$ cat src/rtl/stvb_pkg.sv
// ----------------------------------------------------------------------------
// stvb_pkg
// shared types and constants for the stepper tone voice bank
// ----------------------------------------------------------------------------
package stvb_pkg;

    // bank size and sweep length
    localparam int CHANNELS        = 5;
    localparam int STEPS_PER_SWEEP = 120;

    // derived widths
    localparam int CH_W   = (CHANNELS > 1) ? $clog2(CHANNELS) : 1;
    localparam int OUT_W  = 5;
    localparam int SHOWN  = (CHANNELS < OUT_W) ? CHANNELS : OUT_W;
    localparam int PER_W  = 24;
    localparam int ELA_W  = 16;
    localparam int CNT_W  = 7;

    localparam logic [PER_W-1:0] ACC_MAX = {PER_W{1'b1}};

    typedef enum logic [1:0] {
        OP_TICK  = 2'd0,
        OP_PLAY  = 2'd1,
        OP_STOP  = 2'd2,
        OP_CLEAR = 2'd3
    } op_t;

    typedef enum logic [1:0] {
        ST_IDLE,
        ST_WORK,
        ST_DONE
    } state_t;

    // per-channel record
    typedef struct packed {
        logic             armed;
        logic [PER_W-1:0] half_period;
        logic [PER_W-1:0] accumulator;
        logic             phase_bit;
        logic [CNT_W-1:0] step_count;
        logic             direction_bit;
        logic             step_line;
        logic             dir_line;
    } voice_t;

    // write flags from the shared unit
    typedef struct packed {
        logic step;
        logic dir;
    } wrote_t;

endpackage

$ cat src/rtl/stepper_tone_voice_bank_top.sv
// ----------------------------------------------------------------------------
// stepper_tone_voice_bank_top
// bank of square-wave step/direction tone channels behind stream ports
// ----------------------------------------------------------------------------
// usage
//   the slave stream takes one command per transfer: tick, play, stop or
//   clear. every command gives exactly one result transfer on the master
//   stream with the step and direction levels of channels 0 to 4 and the
//   lines written by that command.
//   a tick walks the channels one per cycle through a single shared
//   add/saturate/compare unit; play, stop and clear touch one channel.
//   the channel walk sets the rate.
//   s_axis_tready is high only while the sequencer waits for a command.
//   results sit in an output register: a new command is taken while an
//   earlier result still waits, and the sequencer holds its finished
//   result until that register frees up, so a stalled receiver only
//   delays, never drops.
//   reset clears every channel (disarmed, zero period, lines low) and
//   empties the output register.
// ----------------------------------------------------------------------------
module stepper_tone_voice_bank_top
    import stvb_pkg::*;
(
    input  logic        clk,
    input  logic        rst_n,
    input  logic        s_axis_tvalid,
    output logic        s_axis_tready,
    // opcode[1:0], channel[4:2], period[28:5], elapsed[44:29], zero pad
    input  logic [47:0] s_axis_tdata,
    output logic        m_axis_tvalid,
    input  logic        m_axis_tready,
    // step_levels[4:0], dir_levels[9:5], step_written[14:10],
    // dir_written[19:15], zero pad
    output logic [23:0] m_axis_tdata
);

    // sequencer state
    state_t state_reg, state_next;

    // latched command
    op_t              op_reg;
    logic [2:0]       ch_reg;
    logic [PER_W-1:0] period_reg;
    logic [ELA_W-1:0] elapsed_reg;

    // channel pointer for the walk
    logic [CH_W-1:0] idx_reg, idx_next;

    // written masks gathered during the walk
    logic [OUT_W-1:0] step_w_reg, step_w_next;
    logic [OUT_W-1:0] dir_w_reg,  dir_w_next;

    // output register
    logic        out_valid_reg, out_valid_next;
    logic [23:0] out_data_reg,  out_data_next;

    // shared unit and state store
    voice_t              cur_voice, nxt_voice;
    wrote_t              wrote;
    logic                wr_en;
    logic [CHANNELS-1:0] step_lines, dir_lines;

    logic in_xfer;
    logic ch_in_range;
    logic last_ch;
    logic out_free;
    logic load_out;
    logic [OUT_W-1:0] step_lv, dir_lv;

    assign in_xfer     = s_axis_tvalid && s_axis_tready;
    assign ch_in_range = (32'(ch_reg) < CHANNELS);
    assign last_ch     = (32'(idx_reg) == CHANNELS - 1);
    assign out_free    = !out_valid_reg || m_axis_tready;
    assign load_out    = (state_reg == ST_DONE) && out_free;

    // a tick writes every channel; other commands only an existing one
    assign wr_en = (state_reg == ST_WORK) && ((op_reg == OP_TICK) || ch_in_range);

    stvb_voice_regs u_regs
    (
        .clk        (clk),
        .rst_n      (rst_n),
        .wr_en      (wr_en),
        .idx        (idx_reg),
        .wr_data    (nxt_voice),
        .rd_data    (cur_voice),
        .step_lines (step_lines),
        .dir_lines  (dir_lines)
    );

    stvb_voice_unit u_unit
    (
        .op      (op_reg),
        .period  (period_reg),
        .elapsed (elapsed_reg),
        .cur     (cur_voice),
        .nxt     (nxt_voice),
        .wrote   (wrote)
    );

    // next state
    always_comb
    begin
        state_next = state_reg;
        case (state_reg)
            ST_IDLE:
            begin
                if (in_xfer)
                begin
                    state_next = ST_WORK;
                end
            end
            ST_WORK:
            begin
                if ((op_reg != OP_TICK) || last_ch)
                begin
                    state_next = ST_DONE;
                end
            end
            ST_DONE:
            begin
                if (out_free)
                begin
                    state_next = ST_IDLE;
                end
            end
            default:
            begin
                state_next = ST_IDLE;
            end
        endcase
    end

    // outputs and datapath control
    always_comb
    begin
        s_axis_tready = 1'b0;
        idx_next      = idx_reg;
        step_w_next   = step_w_reg;
        dir_w_next    = dir_w_reg;
        case (state_reg)
            ST_IDLE:
            begin
                s_axis_tready = 1'b1;
                step_w_next   = '0;
                dir_w_next    = '0;
                // tick starts the walk at channel 0, others go straight to theirs
                if (op_t'(s_axis_tdata[1:0]) == OP_TICK)
                begin
                    idx_next = '0;
                end
                else
                begin
                    idx_next = CH_W'(s_axis_tdata[4:2]);
                end
            end
            ST_WORK:
            begin
                if (wr_en)
                begin
                    for (int j = 0; j < SHOWN; j++)
                    begin
                        if (idx_reg == CH_W'(j))
                        begin
                            step_w_next[j] = step_w_reg[j] | wrote.step;
                            dir_w_next[j]  = dir_w_reg[j]  | wrote.dir;
                        end
                    end
                end
                if ((op_reg == OP_TICK) && !last_ch)
                begin
                    idx_next = idx_reg + CH_W'(1);
                end
            end
            ST_DONE:
            begin
                s_axis_tready = 1'b0;
            end
            default:
            begin
                s_axis_tready = 1'b0;
            end
        endcase
    end

    // line levels of the visible channels
    always_comb
    begin
        step_lv = '0;
        dir_lv  = '0;
        for (int i = 0; i < SHOWN; i++)
        begin
            step_lv[i] = step_lines[i];
            dir_lv[i]  = dir_lines[i];
        end
    end

    // output register: load when the result is ready, drop on transfer
    always_comb
    begin
        out_valid_next = out_valid_reg;
        out_data_next  = out_data_reg;
        if (load_out)
        begin
            out_valid_next = 1'b1;
            out_data_next  = {4'b0, dir_w_reg, step_w_reg, dir_lv, step_lv};
        end
        else if (m_axis_tready)
        begin
            out_valid_next = 1'b0;
        end
    end

    always_ff @(posedge clk or negedge rst_n)
    begin
        if (!rst_n)
        begin
            state_reg     <= ST_IDLE;
            idx_reg       <= '0;
            step_w_reg    <= '0;
            dir_w_reg     <= '0;
            out_valid_reg <= 1'b0;
        end
        else
        begin
            state_reg     <= state_next;
            idx_reg       <= idx_next;
            step_w_reg    <= step_w_next;
            dir_w_reg     <= dir_w_next;
            out_valid_reg <= out_valid_next;
        end
    end

    // command and result payload
    always_ff @(posedge clk)
    begin
        if (in_xfer)
        begin
            op_reg      <= op_t'(s_axis_tdata[1:0]);
            ch_reg      <= s_axis_tdata[4:2];
            period_reg  <= s_axis_tdata[28:5];
            elapsed_reg <= s_axis_tdata[44:29];
        end
        out_data_reg <= out_data_next;
    end

    assign m_axis_tvalid = out_valid_reg;
    assign m_axis_tdata  = out_data_reg;

`ifndef SYNTH
    // the walk pointer never leaves the bank during a tick
    a_idx_range: assert property (@(posedge clk) disable iff (!rst_n)
        (state_reg == ST_WORK) && (op_reg == OP_TICK) |-> (32'(idx_reg) < CHANNELS))
        else $error("channel pointer beyond bank");

    // a direction write only ever comes with a step write
    a_dir_with_step: assert property (@(posedge clk) disable iff (!rst_n)
        m_axis_tvalid |-> ((m_axis_tdata[19:15] & ~m_axis_tdata[14:10]) == '0))
        else $error("direction written without step");

    // play and stop write no lines
    a_quiet_cmds: assert property (@(posedge clk) disable iff (!rst_n)
        (state_reg == ST_DONE) && ((op_reg == OP_PLAY) || (op_reg == OP_STOP))
        |-> (step_w_reg == '0) && (dir_w_reg == '0))
        else $error("play or stop reported a line write");

    // an accepted command always starts work next cycle
    a_start_work: assert property (@(posedge clk) disable iff (!rst_n)
        in_xfer |=> (state_reg == ST_WORK))
        else $error("accepted command did not start");

    // a finished result is never overwritten while waiting
    a_no_overwrite: assert property (@(posedge clk) disable iff (!rst_n)
        load_out |-> (!m_axis_tvalid || m_axis_tready))
        else $error("pending result overwritten");
`endif

endmodule

$ cat src/rtl/stvb_voice_unit.sv
// ----------------------------------------------------------------------------
// stvb_voice_unit
// shared update unit: applies one operation to one channel record
// ----------------------------------------------------------------------------
module stvb_voice_unit
    import stvb_pkg::*;
(
    input  op_t              op,
    input  logic [PER_W-1:0] period,
    input  logic [ELA_W-1:0] elapsed,
    input  voice_t           cur,
    output voice_t           nxt,
    output wrote_t           wrote
);

    logic [PER_W:0]   sum;
    logic [PER_W-1:0] acc_sat;
    logic [CNT_W-1:0] cnt_inc;

    // saturating add, then compare against the half-period
    assign sum     = {1'b0, cur.accumulator} + {{(PER_W+1-ELA_W){1'b0}}, elapsed};
    assign acc_sat = sum[PER_W] ? ACC_MAX : sum[PER_W-1:0];
    assign cnt_inc = cur.step_count + CNT_W'(1);

    always_comb
    begin
        nxt   = cur;
        wrote = '0;
        case (op)
            OP_TICK:
            begin
                if (cur.armed)
                begin
                    nxt.accumulator = acc_sat;
                    if (acc_sat >= cur.half_period)
                    begin
                        nxt.accumulator = '0;
                        nxt.step_line   = cur.phase_bit;
                        nxt.phase_bit   = ~cur.phase_bit;
                        nxt.step_count  = cnt_inc;
                        wrote.step      = 1'b1;
                        if (cnt_inc == CNT_W'(STEPS_PER_SWEEP))
                        begin
                            nxt.step_count    = '0;
                            nxt.dir_line      = cur.direction_bit;
                            nxt.direction_bit = ~cur.direction_bit;
                            wrote.dir         = 1'b1;
                        end
                    end
                end
            end
            OP_PLAY:
            begin
                nxt.armed       = 1'b1;
                nxt.half_period = period;
                nxt.accumulator = period;
            end
            OP_STOP:
            begin
                nxt.armed = 1'b0;
            end
            OP_CLEAR:
            begin
                nxt.armed         = 1'b0;
                nxt.accumulator   = '0;
                nxt.phase_bit     = 1'b0;
                nxt.step_count    = '0;
                nxt.direction_bit = 1'b0;
                nxt.step_line     = 1'b0;
                nxt.dir_line      = 1'b0;
                wrote.step        = 1'b1;
                wrote.dir         = 1'b1;
            end
            default:
            begin
                nxt = cur;
            end
        endcase
    end

endmodule

$ cat src/rtl/stvb_voice_regs.sv
// ----------------------------------------------------------------------------
// stvb_voice_regs
// per-channel state registers with one write and one read port
// ----------------------------------------------------------------------------
module stvb_voice_regs
    import stvb_pkg::*;
(
    input  logic                clk,
    input  logic                rst_n,
    input  logic                wr_en,
    input  logic [CH_W-1:0]     idx,
    input  voice_t              wr_data,
    output voice_t              rd_data,
    output logic [CHANNELS-1:0] step_lines,
    output logic [CHANNELS-1:0] dir_lines
);

    voice_t bank_reg [CHANNELS];

    always_ff @(posedge clk or negedge rst_n)
    begin
        if (!rst_n)
        begin
            for (int i = 0; i < CHANNELS; i++)
            begin
                bank_reg[i] <= '0;
            end
        end
        else if (wr_en)
        begin
            bank_reg[idx] <= wr_data;
        end
    end

    assign rd_data = bank_reg[idx];

    always_comb
    begin
        for (int i = 0; i < CHANNELS; i++)
        begin
            step_lines[i] = bank_reg[i].step_line;
            dir_lines[i]  = bank_reg[i].dir_line;
        end
    end

endmodule

$ cat config.mk
export PLATFORM = sky130hd
export DESIGN_NAME = stepper_tone_voice_bank_top
export DESIGN_NICKNAME = d
export VERILOG_FILES = /design/src/rtl/stvb_pkg.sv /design/src/rtl/stepper_tone_voice_bank_top.sv /design/src/rtl/stvb_voice_unit.sv /design/src/rtl/stvb_voice_regs.sv
export SDC_FILE = /design/constraint.sdc
export NUM_CORES = 1
export LEC_CHECK = 0
export ABC_AREA = 1
export CORE_UTILIZATION = 60
export CTS_CLUSTER_DIAMETER = 30
export DETAILED_ROUTE_END_ITERATION = 8
export DONT_BUFFER_PORTS = 1
export PLACE_DENSITY = 0.73
export SETUP_SLACK_MARGIN = 0.4
export SYNTH_ARGS = -nofsm -noshare
export SYNTH_HDL_FRONTEND = slang
export SYNTH_SLANG_ARGS = --single-unit
export TNS_END_PERCENT = 1
$ cat constraint.sdc
create_clock -name clk -period 6.2 [get_ports clk]
set_input_delay 0.93 -clock clk [delete_from_list [all_inputs] [get_ports clk]]
set_output_delay 0.93 -clock clk [all_outputs]
set_load 0.005 [all_outputs]
# Yosys cells after proc, flatten, opt, wreduce, memory -nomap -nowiden
# Cells that the tools add are included.
# Widths: inputs -> output; s select.
totals:
  reg_bits: 381
op_classes:
  addsub: 3
  n_lt_le_gt_ge: 4
  eq_ne: 20
  n_mux: 43
  n_bitwise: 13
  n_reduce_logical: 25
ops:
  columns: ["cell", "n"]
  rows:
  - ["$bwmux 300", 1]
  - ["$bmux 60 s3", 1]
  - ["$demux 60 s3", 1]
  - ["$mux 60", 3]
  - ["$pmux 24 s3", 1]
  - ["$mux 35", 2]
  - ["$mux 24", 2]
  - ["$add 24x16->25", 1]
  - ["$ge 24x24->1", 1]
  - ["$pmux 11 s2", 1]
  - ["$pmux 5 s2", 2]
  - ["$reduce_and 3->1", 6]
  - ["$mux 1", 15]
  - ["$ne 2x1->1 const B", 7]
  - ["$mux 2", 5]
  - ["$mux 5", 2]
  - ["$or 1x1->1", 10]
  - ["$mux 8", 1]
  - ["$add 7x1->7 const B", 1]
  - ["$eq 7x7->1 const B", 1]
  - ["$eq 2x2->1 const B", 3]
  - ["$eq 3x2->1 const B", 2]
  - ["$logic_not 2->1", 3]
  - ["$mux 3", 2]
  - ["21 further kinds", 34]

# Depth between registers and ports, before layout
depth:
  word_depth: 14
  depth_mapped: 39
  ltp_nobuf: 35

# Modules after synthesis
# A second synthesis with hierarchy kept.
hier_totals:
  hier_cells: 2724
  hier_area_um2: 20744.9
by_module_without_submodules:
  columns: ["module", "instances", "cells_each", "area_each_um2"]
  rows:
  - ["stvb_voice_regs", 1, 1756, 13903.3]
  - ["stvb_voice_unit", 1, 762, 3867.5]
  - ["stepper_tone_voice_bank_top", 1, 206, 2974.1]

# Worst setup path before layout
# No wires, ideal clock.
synth_timing:
  path_type: "register -> register"
  start: "reg idx_reg[2]"
  end: "reg u_regs.bank_reg[130] (netlist name)"
  setup_ps: 136
  arrival_ps: 4841
  required_time_ps: 6064
  setup_slack_ps: 1223
  path_stages_with_launch: 35
  period_less_slack_ps: 4977
  cell_sequence: "dfrtp_1 inv_2 nor3_4 buf_4 buf_4 buf_2 buf_2 a221o_1 ha_1 fa_1 nand2_1 nand3_1 nand3_1 nand2_1 nand2_1 nand2_1 nand3_1 nand2_1 nand3_2 buf_6 buf_6 nand2_1 ha_1 nand2_1 nor3_1 nand3_1 nor2_1 nand2_1 nand4_1 nand2_1 nand2_1 buf_4 inv_2 o31ai_2 o21ai_0"
synth_between:
  elab_chain_len: 11
  elab_cells_between_ends: 17
  cone_classes: "1 x add/sub; 3 x order compare; 10 x mux; 2 x bitwise; 1 x reduce/logical"
synth_lines:
  columns: ["element", "line", "source"]
  rows:
  - ["start, declared", "stepper_tone_voice_bank_top.sv:47", "logic [CH_W-1:0] idx_reg, idx_next;"]
  - ["start signal, assigned", "stepper_tone_voice_bank_top.sv:227", "idx_reg <= idx_next;"]
  - ["$not 3->4 (implied by the code) (*)", "stvb_voice_regs.sv:31, stvb_voice_regs.sv:35", null]
  - ["$bmux 60 s3", "stvb_voice_regs.sv:35", "assign rd_data = bank_reg[idx];"]
  - ["$mux 60 (implied by the code) (2 in a row)", "stvb_voice_regs.sv:35", null]
  - ["$add 24x16->25", "stvb_voice_unit.sv:21", "assign sum = {1'b0, cur.accumulator} + {{(PER_W+1-ELA_W){1'b0}}, elapsed};"]
  - ["$mux 24", "stvb_voice_unit.sv:22", "assign acc_sat = sum[PER_W] ? ACC_MAX : sum[PER_W-1:0];"]
  - ["$ge 24x24->1", "stvb_voice_unit.sv:35", "if (acc_sat >= cur.half_period)"]
  - ["$mux 35", "stvb_voice_unit.sv:35", null]
  - ["$mux 35", "stvb_voice_unit.sv:32", "if (cur.armed)"]
  - ["$pmux 11 s2", "stvb_voice_unit.sv:29", "case (op)"]
  - ["$bwmux 300 (*)", "stvb_voice_regs.sv:31", "bank_reg[idx] <= wr_data;"]
  - ["end signal, assigned by index", "stvb_voice_regs.sv:31", null]
  - ["end, declared", "stvb_voice_regs.sv:18", "voice_t bank_reg [CHANNELS];"]
# Mark *: on every way between the ends. The rest lies on a longest branch, timed or not. The select of a mux whose other input is x is not followed.
# A chain may end at the register's enable or synchronous reset.

# Final worst setup path
layout_timing:
  start: "reg idx_reg[1]"
  end: "reg u_regs.bank_reg[67] (netlist name)"
layout_between:
  elab_chain_len: 11
  elab_cells_between_ends: 19
  cone_classes: "2 x add/sub; 3 x order compare; 1 x eq/ne; 11 x mux; 1 x bitwise; 1 x reduce/logical"
layout_lines:
  columns: ["element", "line"]
  rows:
  - ["$not 3->4 (implied by the code) (*)", "stvb_voice_regs.sv:31, stvb_voice_regs.sv:35"]
  - ["$bmux 60 s3", "stvb_voice_regs.sv:35"]
  - ["$mux 60 (implied by the code) (2 in a row)", "stvb_voice_regs.sv:35"]
  - ["$add 24x16->25 / $add 7x1->7 (equally long branches)", "stvb_voice_unit.sv:21, stvb_voice_unit.sv:23"]
  - ["$mux 24 / $eq 7x7->1 (equally long branches)", "stvb_voice_unit.sv:22, stvb_voice_unit.sv:42"]
  - ["$ge 24x24->1 / $mux 8 (equally long branches)", "stvb_voice_unit.sv:35, stvb_voice_unit.sv:42"]
  - ["$mux 35", "stvb_voice_unit.sv:35"]
  - ["$mux 35", "stvb_voice_unit.sv:32"]
  - ["$pmux 11 s2", "stvb_voice_unit.sv:29"]
  - ["$bwmux 300 (*)", "stvb_voice_regs.sv:31"]
# Marks and branches as above.

==> results.sh <==
export IMPL_setup_viol=0
export IMPL_crit_top_cell="nand2_1"
export IMPL_crit_slowest_cell="dfrtp_2"
export IMPL_synthDistinctLibCells=51
export IMPL_pre_cts_ws_ns=0.3188
export IMPL_synthFlopType="dfrtp_1"
export IMPL_endpoint_kind="flop"
export IMPL_hold_violations=0
export IMPL_crit_arrival_ns=5.99
export IMPL_busiest_layer="met2"
export IMPL_synth_ff_latch_count=381
export IMPL_powerDensity_nw_per_um2=563.3
export IMPL_io_buffers=0
export IMPL_area_growth_pct=16.70
export IMPL_ys_seq_area_frac=0.5163
export IMPL_die_width_um=180.4
export IMPL_max_freq_mhz=182.8
export IMPL_netlist_area_leader_share=0.4141
export IMPL_synthSimpleGateAreaFrac=0.2758
export IMPL_ys_warn_count=0
export IMPL_synth_xor_area_share=0.008715
export IMPL_antenna_found_initial=0
export IMPL_async_flop_share=0.8294
export IMPL_postRouteAntennaNets=0
export IMPL_die_area_um2=32540
export IMPL_nNetsFinal=2453
export IMPL_drive_gt1_frac=0.1122
export IMPL_cellLeakagePower_nw=10.89
export IMPL_peakVddDrop_uv=355.9
export IMPL_crit_fanout=13
export IMPL_fin_hold_ws_ns=0.05089
export IMPL_avgViaCountPerCell=6.038
export IMPL_routedWlPerCell_um=20.17
export IMPL_status="complete, no violations"
export IMPL_n_antenna_cell=0
export IMPL_synth_compound_area_frac=0.1052
export IMPL_layout_setup_ws_ns=0.7301
export IMPL_fin_crit_ns=5.470
export IMPL_drv_cap=0
export IMPL_ioPinCount=78
export IMPL_overflow=0
export IMPL_syn_area_um2=19090
export IMPL_start_util=0.6178
export IMPL_gp_congestion=0.9422
export IMPL_worstSkewPairLatency_ns=0.60
export IMPL_synth_top_family_by_area="simple AND/OR/NAND/NOR gates"
export IMPL_cts_root_buf="clkbuf_16"
export IMPL_max_slew_margin_rel=0.2164
export IMPL_synth_common_cells="nand2_1 (973), dfrtp_1 (316), nand3_1 (196)"
export IMPL_synth_area_mux_share=0.0005897
export IMPL_grt_max_degree=317
export IMPL_avgSynthCellArea_um2=8.167
export IMPL_r2r_slack_ns=0.73
export IMPL_met2_usage=0.5541
export IMPL_wirelength_um=56700
export IMPL_clkTransAtPathRegs_ns=0.05
export IMPL_fin_worst_skew_ns=0.01790
export IMPL_row_count=64
export IMPL_synth_most_common_cell="nand2_1"
export IMPL_holdBufCountCts=0
export IMPL_fill_cells=2352
export IMPL_drtPass1Iterations=6
export IMPL_drt_iter0_markers=1948
export IMPL_largest_reg_flops=290
export IMPL_seq_area_um2=9862
export IMPL_cts_tree="done"
export IMPL_cpPeakStageDelay_ns=0.45
export IMPL_coreArea_um2=30910
export IMPL_vias=16970
export IMPL_syn_instance_count=2338
export IMPL_period_share=0.8822
export IMPL_hpwl_um=32370
export IMPL_worst_slew_pin_slew_ns=1.175
export IMPL_cp_required_ns=6.72
export IMPL_grtUsageTotal=0.3541
export IMPL_multi_input_area_um2=8292
export IMPL_cts_num_sinks=381
export IMPL_die_h_um=180.4
export IMPL_rsz0062_at_grt="no"
export IMPL_path_class="flop to flop"
export IMPL_cts_buffers=81
export IMPL_htree_levels=3
export IMPL_worstSetupStartpointType="flop"
export IMPL_setup_tns_ns=0
export IMPL_grt_util_met1=0.4781
export IMPL_drc=0
export IMPL_clockBufferDepth=3
export IMPL_yosysTopAreaCell="dfrtp_1"
export IMPL_synth_edf_count=65
export IMPL_drv_slew=0
export IMPL_grt_pass1_wl_um=89670
export IMPL_grt_pass1_vias=16540
export IMPL_yosys_top_cells_area="dfrtp_1 (41%), nand2_1 (19%), edfxtp_1 (10%)"
export IMPL_synth_fa_ha_area_frac=0.03447
export IMPL_hold_path_class="primary input to asynchronous set/reset pin"
export IMPL_global_route_usage_met3=0.07801
cell usage in the layout (no fill, tap or decap), types with 10 or more instances in the layout:
master,instances
a221oi_1,21
o21ai_0,109
edfxtp_1,65
o21ai_2,16
nor2_2,13
a21oi_1,82
ha_1,48
inv_1,128
nand2_2,12
clkbuf_16,81
clkinvlp_4,14
buf_4,42
inv_2,10
clkinv_2,14
xor2_1,10
nor2_1,61
nand2_1,969
dfrtp_1,314
nand3_1,195
o21ai_1,29
nand4_1,17
a221o_1,16
clkbuf_1,10
o221ai_1,20
final cells by class:
class	instances	share of cell area
well taps	396	0.02224
repair buffers	45	0.01623
flip-flops and latches	381	0.4426
inverters	146	0.02532
multi-input cells	1694	0.3721
clock inverters	50	0.02392
clock buffers	99	0.09759
repair_timing:
item	4_1_cts	5_1_grt
setup endpoints to repair	83	185
cloned	0	2
buffers inserted	0	6
resized for setup	1	30
pin swaps	0	2
hold endpoints to repair	0	0
where the power goes:
part           leakage (nW)  internal [mW]  switching (mW)  total [mW]
sequential             4.87           3.29           0.393        3.69
clock                  1.30           2.79            1.43        4.22
combinational          4.73           1.43            3.21        4.64
worst max-delay path: cells and delay by family, from the launching register on:
kind            cells  cell delay [ns]
xor+xnor            1             0.17
simple gates       20             2.27
flops               1             0.45
fa+ha+maj           2             0.57
compound gates      4             0.88
buf+inv             7             1.05
worst paths after layout:
kind,depth (start not counted),endpoint,start
max in group asynchronous,0,u_regs.bank_reg[15]$_DFFE_PN0P_,rst_n
worst min-delay path,0,u_regs.bank_reg[98]$_DFFE_PN0P_,rst_n
worst max-delay path,34,u_regs.bank_reg[67]$_DFFE_PN0P_,idx_reg[1]$_DFFE_PN0P_
worst max register to register,34,u_regs.bank_reg[67]$_DFFE_PN0P_,idx_reg[1]$_DFFE_PN0P_
min in group clk,0,period_reg[12]$_DFFE_PP_,s_axis_tdata[17]
worst min register to register,0,m_axis_tdata[13]$_DFFE_PP_,step_w_reg[3]$_DFFE_PN0P_
layer usage:
metal  wire [um]  up-vias
met4        1870        0
met3        6444      167
met5           0        -
li1            -     7731
met1       22330     8055
met2       26060     1019
kinds of logic after synthesis:
group | after synthesis
AND/OR/NAND/NOR | 1290
flip-flops | 381
AO/OA/AOI/OAI | 326
buffers and inverters | 268
adder cells (fa/ha/maj) | 52
XOR/XNOR | 19
other | 1
multiplexers | 1
metrics by stage:
| stage | instance area [um2] | utilization | std cells | total power [mW] |
|---|---|---|---|---|
| 6_report | 22280 | 0.7209 | 2811 | 12.55 |
| 5_1_grt | 22280 | 0.7209 | 2811 | 13.26 |
| 4_1_cts | 22110 | 0.7152 | 2803 | 12.36 |
| 3_5_place_dp | 19390 | 0.6274 | 2654 | 8.078 |
| 3_3_place_gp | 19390 | 0.6274 | 2654 | 7.964 |
| 2_1_floorplan | 19110 | - | 2341 | 6.779 |
(Power assumes the default switching activity.)
